### config.mk
export PLATFORM = sky130hd
export DESIGN_NAME = trie_ctrl
export DESIGN_NICKNAME = d
export VERILOG_FILES = /design/src/trie_pkg.sv /design/src/trie_ctrl.sv
export SDC_FILE = /design/constraint.sdc
export NUM_CORES = 1
export LEC_CHECK = 0
export ABC_CLOCK_PERIOD_IN_PS = 2300
export BUFFER_PORTS_ARGS = -buffer_cell sky130_fd_sc_hd__buf_2
export CAP_MARGIN = 0
export CELL_PAD_IN_SITES_DETAIL_PLACEMENT = 0
export CELL_PAD_IN_SITES_GLOBAL_PLACEMENT = 2
export CORE_AREA = 2 2 39 41
export CTS_CLUSTER_SIZE = 40
export DETAILED_ROUTE_END_ITERATION = 16
export DIE_AREA = 0 0 41 43
export PLACE_DENSITY_LB_ADDON = 0.1
export SLEW_MARGIN = 40
export SYNTH_ARGS = -nofsm -noshare
export SYNTH_HDL_FRONTEND = slang
export SYNTH_SLANG_ARGS = --single-unit
export TNS_END_PERCENT = 30
### constraint.sdc
create_clock -name i_clk -period 2.3 [get_ports i_clk]
set_input_delay 0.46 -clock i_clk [delete_from_list [all_inputs] [get_ports i_clk]]
set_output_delay 0.46 -clock i_clk [all_outputs]
set_load 0.01 [all_outputs]
### src/trie_pkg.sv
// Shared constants, state type and controller/datapath handshake structs for the trie.
`timescale 1ns / 1ps

package trie_pkg;

    localparam int NODES_DEF    = 256;
    localparam int ALPHABET_DEF = 26;
    localparam int LETTER_W     = 5;
    localparam int NUSED_W      = 9;

    localparam logic FUNC_INSERT = 1'b0;
    localparam logic FUNC_SEARCH = 1'b1;

    typedef enum logic [2:0] {
        S_CLEAR,
        S_IDLE,
        S_WALK,
        S_MARK,
        S_EMIT
    } t_state;

    typedef struct packed {
        logic clear;
        logic accept;
        logic walk;
        logic mark;
        logic emit;
    } t_cmd;

    typedef struct packed {
        logic clear_done;
        logic item_empty;
        logic item_last;
        logic out_free;
    } t_status;

endpackage

### src/trie_ctrl.sv
// Controller state machine: clearing pass, letter walk, end-mark access and result beat.
`timescale 1ns / 1ps

module trie_ctrl (
    input  logic             i_clk,
    input  logic             i_rst_n,
    input  logic             i_in_valid,
    input  trie_pkg::t_status i_status,
    output trie_pkg::t_cmd   o_cmd,
    output logic             o_in_stall
);

    trie_pkg::t_state r_state;
    trie_pkg::t_state n_state;

    always_ff @(posedge i_clk) begin
        if (!i_rst_n) begin
            r_state <= trie_pkg::S_CLEAR;
        end else begin
            r_state <= n_state;
        end
    end

    always_comb begin
        n_state    = r_state;
        o_cmd      = '0;
        o_in_stall = 1'b1;
        unique case (r_state)
            trie_pkg::S_CLEAR: begin
                o_cmd.clear = 1'b1;
                if (i_status.clear_done) begin
                    n_state = trie_pkg::S_IDLE;
                end
            end
            trie_pkg::S_IDLE: begin
                o_in_stall   = 1'b0;
                o_cmd.accept = i_in_valid;
                if (i_in_valid) begin
                    n_state = trie_pkg::S_WALK;
                end
            end
            trie_pkg::S_WALK: begin
                o_cmd.walk = 1'b1;
                if (i_status.item_empty || i_status.item_last) begin
                    n_state = trie_pkg::S_MARK;
                end else begin
                    n_state = trie_pkg::S_IDLE;
                end
            end
            trie_pkg::S_MARK: begin
                o_cmd.mark = 1'b1;
                n_state    = trie_pkg::S_EMIT;
            end
            trie_pkg::S_EMIT: begin
                if (i_status.out_free) begin
                    o_cmd.emit = 1'b1;
                    n_state    = trie_pkg::S_IDLE;
                end
            end
            default: begin
                n_state = trie_pkg::S_CLEAR;
            end
        endcase
    end

endmodule

==> flow_summary.ini <==
[worst_hold_path]
hold_class = in2reg

[setup_path]
critical_path_class = reg2out
timing.critical_path.required_ns = 1.84
slowest_delay_ns = 0.52
cell_family_contributing_the_most_delay_on_the_critical_path = flip-flops
arrival_ns = 1.39
critPathCapture = o_cmd[3]
end_kind = primary output
crit_path_depth = 3
startpoint_type = flop
timing.critical_path.buf_inv = 1
timing.reg2reg.setup_slack_ns = 1.26
worstReg2RegEnd = r_state[0]
setup.worst_path.start = r_state[0]
crit_slowest_cell = sky130_fd_sc_hd__dfxtp_1
timing.rr.start = r_state[1]
r2r.worst_path.cells = 2
crit_fanout = 10
crit_path_cell_trace = or3b_4 -> nor2_2 -> buf_2

[finish]
num-fill-cells = 165
antenna_cells_inserted = 0
final_net_count = 45
finalInstanceArea_um2 = 305
drive_gt1_frac = 0.486
seqCellArea_um2 = 60.1
footprint_of_the_multi_input_gates_um2 = 135
flow.area_growth_from_synthesis_pct = 37.9
largest_registers_in_the_final_layout = r_state: 3 flops
fin_cells = 53
largest_register_ff_count = 3
final_core_util = 0.221
max_flop_register = r_state

[cts]
htreeDepth = 1
clock_sinks = 3
ctsResizeCount = 0
postCtsHoldBufs = 0
cts_inserted_buffers = 3
cts.root.buffer_cell = sky130_fd_sc_hd__clkbuf_4
clkTransAtPathRegs_ns = 0.04
post-cts-setup-buffers = 0
worstSkewPairLatency_ns = 0.23
tritoncts = yes
cts-root-to-sink-buffers = 2

[timing]
worst_slew_margin_rel = 0.752
share_of_the_cycle_needed_by_the_critical_path_after_routing = 0.803
finalMaxSlewViolations = 0
report.final.hold_viol_count = 0
min_clock_period_post_route_ns = 1.85
final.setup_skew_ns = 0.000731
rsz0062_at_grt = false
setup_viol = 0
fmax_mhz = 542
tns_ns = 0
worst_slew_pin_slew_ns = 0.371

[power_and_ir_drop]
powerDensity_mw_per_mm2 = 616
max-vdd-ir-drop_mv = 0.117
static-leakage-power_nw = 0.140

[synthesis]
yosys.area.top_type = sky130_fd_sc_hd__dfxtp_1
synthMostInstantiatedCell = sky130_fd_sc_hd__dfxtp_1
synth_area_um2 = 221
flop_and_latch_count_out_of_synthesis = 3
netlist.area_leader.share = 0.271
synth.top_cells.by_area = sky130_fd_sc_hd__dfxtp_1 27%, sky130_fd_sc_hd__nor4bb_4 11%, sky130_fd_sc_hd__buf_6 10%
synth-async-reset-ratio = 0
synth_edf_count = 0
yosys.cell_types.count = 16
synth_fp_nets = 30
post_synth.cell_area_avg_um2 = 9.63
seq_area_frac_synth = 0.271
syn-instance-count = 23
ys_warn_count = 0
synth_ff_type = sky130_fd_sc_hd__dfxtp_1

[detailed_routing]
route.detailed.drc = 0
count_of_routing_violations_after_the_opening_detailed_route_iteration = 0
drt-wirelength-per-cell_um = 9.96
firstDrtPassIters = 1
route.antenna.remaining_nets = 0
routed_wirelength_um = 528
vias_per_instance = 4.23
dr_total_vias = 224

[global_route]
largest_net_degree_at_the_start_of_global_routing = 11
grt_ovf = 0
grt_pass1_vias = 232
grt_pass1_wl_um = 945
grt_antenna_before_repair = 0
grt.total_usage = 0.0871

[placed_design]
finalWeightedCongestion = 0.606
dpl.cell_count = 49
placedInstanceArea_um2 = 279
io_buffer_count = 12
hpwl_um = 379

[flow_run]
drv_cap = 0

[die]
core.rowCount = 14
die_area_mm2 = 0.00176
die_h_um = 43
start_util = 0.160
boundaryPins = 13
coreArea_mm2 = 0.00138
floorplan.die.width_um = 41

[status]
result_of_the_run = completed
## final cells by class
type,instances,share of cell area
Clock buffer,4,0.0861
Inverter,1,0.0123
Multi-Input combinational cell,17,0.443
Sequential cell,3,0.197
Tap cell,16,0.0656
Timing Repair Buffer,12,0.197
## report_power, final
| group | switching (mW) | internal [mW] |
|---|---|---|
| Combinational | 0.0133 | 0.0187 |
| Sequential | 0.00832 | 0.0553 |
| Clock | 0.0274 | 0.0650 |
| Total | 0.0491 | 0.139 |
## layout by cell type (no fill, tap or decap)
master	count
sky130_fd_sc_hd__dfxtp_1	3
sky130_fd_sc_hd__and3b_1	2
sky130_fd_sc_hd__nor3b_1	1
sky130_fd_sc_hd__nor2_2	1
sky130_fd_sc_hd__clkbuf_1	1
sky130_fd_sc_hd__or3b_4	1
sky130_fd_sc_hd__inv_1	1
sky130_fd_sc_hd__nor4bb_4	1
sky130_fd_sc_hd__nor3_1	2
sky130_fd_sc_hd__nand2_1	1
sky130_fd_sc_hd__o31a_1	1
sky130_fd_sc_hd__clkbuf_4	3
sky130_fd_sc_hd__nand2b_1	1
sky130_fd_sc_hd__nor4b_1	2
sky130_fd_sc_hd__o22ai_1	1
sky130_fd_sc_hd__buf_2	12
sky130_fd_sc_hd__nor2_1	2
sky130_fd_sc_hd__o21a_1	1
## worst min path at each step
stage | from | end | slack (ns) | depth (start not counted)
final | i_rst_n | r_state[2] | 0.47 | 2
after global routing | i_rst_n | r_state[2] | 0.47 | 2
after CTS | i_rst_n | r_state[2] | 0.46 | 2
after detailed placement | r_state[2] | r_state[1] | 0.64 | 1
after global placement | r_state[2] | r_state[1] | 0.64 | 1
after floorplan | r_state[2] | r_state[1] | 0.58 | 1
## metal layers
metal | global-route usage | vias up | part of all wire | routed length [um]
met2 | 0.134 | 7 | 0.57 | 299
met4 | 0.120 | 0 | 0 | 0
li1 | - | 111 | - | -
met3 | 0.0157 | 0 | 0.038 | 20
met5 | 0 | - | 0 | 0
met1 | 0.0732 | 106 | 0.39 | 208
## metrics by stage
step	setup slack (ns)	hold slack, ns	power (mW)
after floorplan	0.878	0.578	0.0874
after global placement	0.714	0.642	0.0970
after detailed placement	0.711	0.637	0.0967
after CTS	0.441	0.458	0.195
after global routing	0.378	0.470	0.203
final	0.454	0.467	0.188
## cell families after synthesis
group,share of synthesized area
simple gates,0.509
flops,0.271
compound gates,0.102
buf+inv,0.119
## worst reg2reg max path, delay by kind of cell (launching register included)
family	cells	cell delay (ns)
simple gates	1	0.10
compound gates	1	0.30
flops	1	0.53
(Power assumes the default switching activity.)
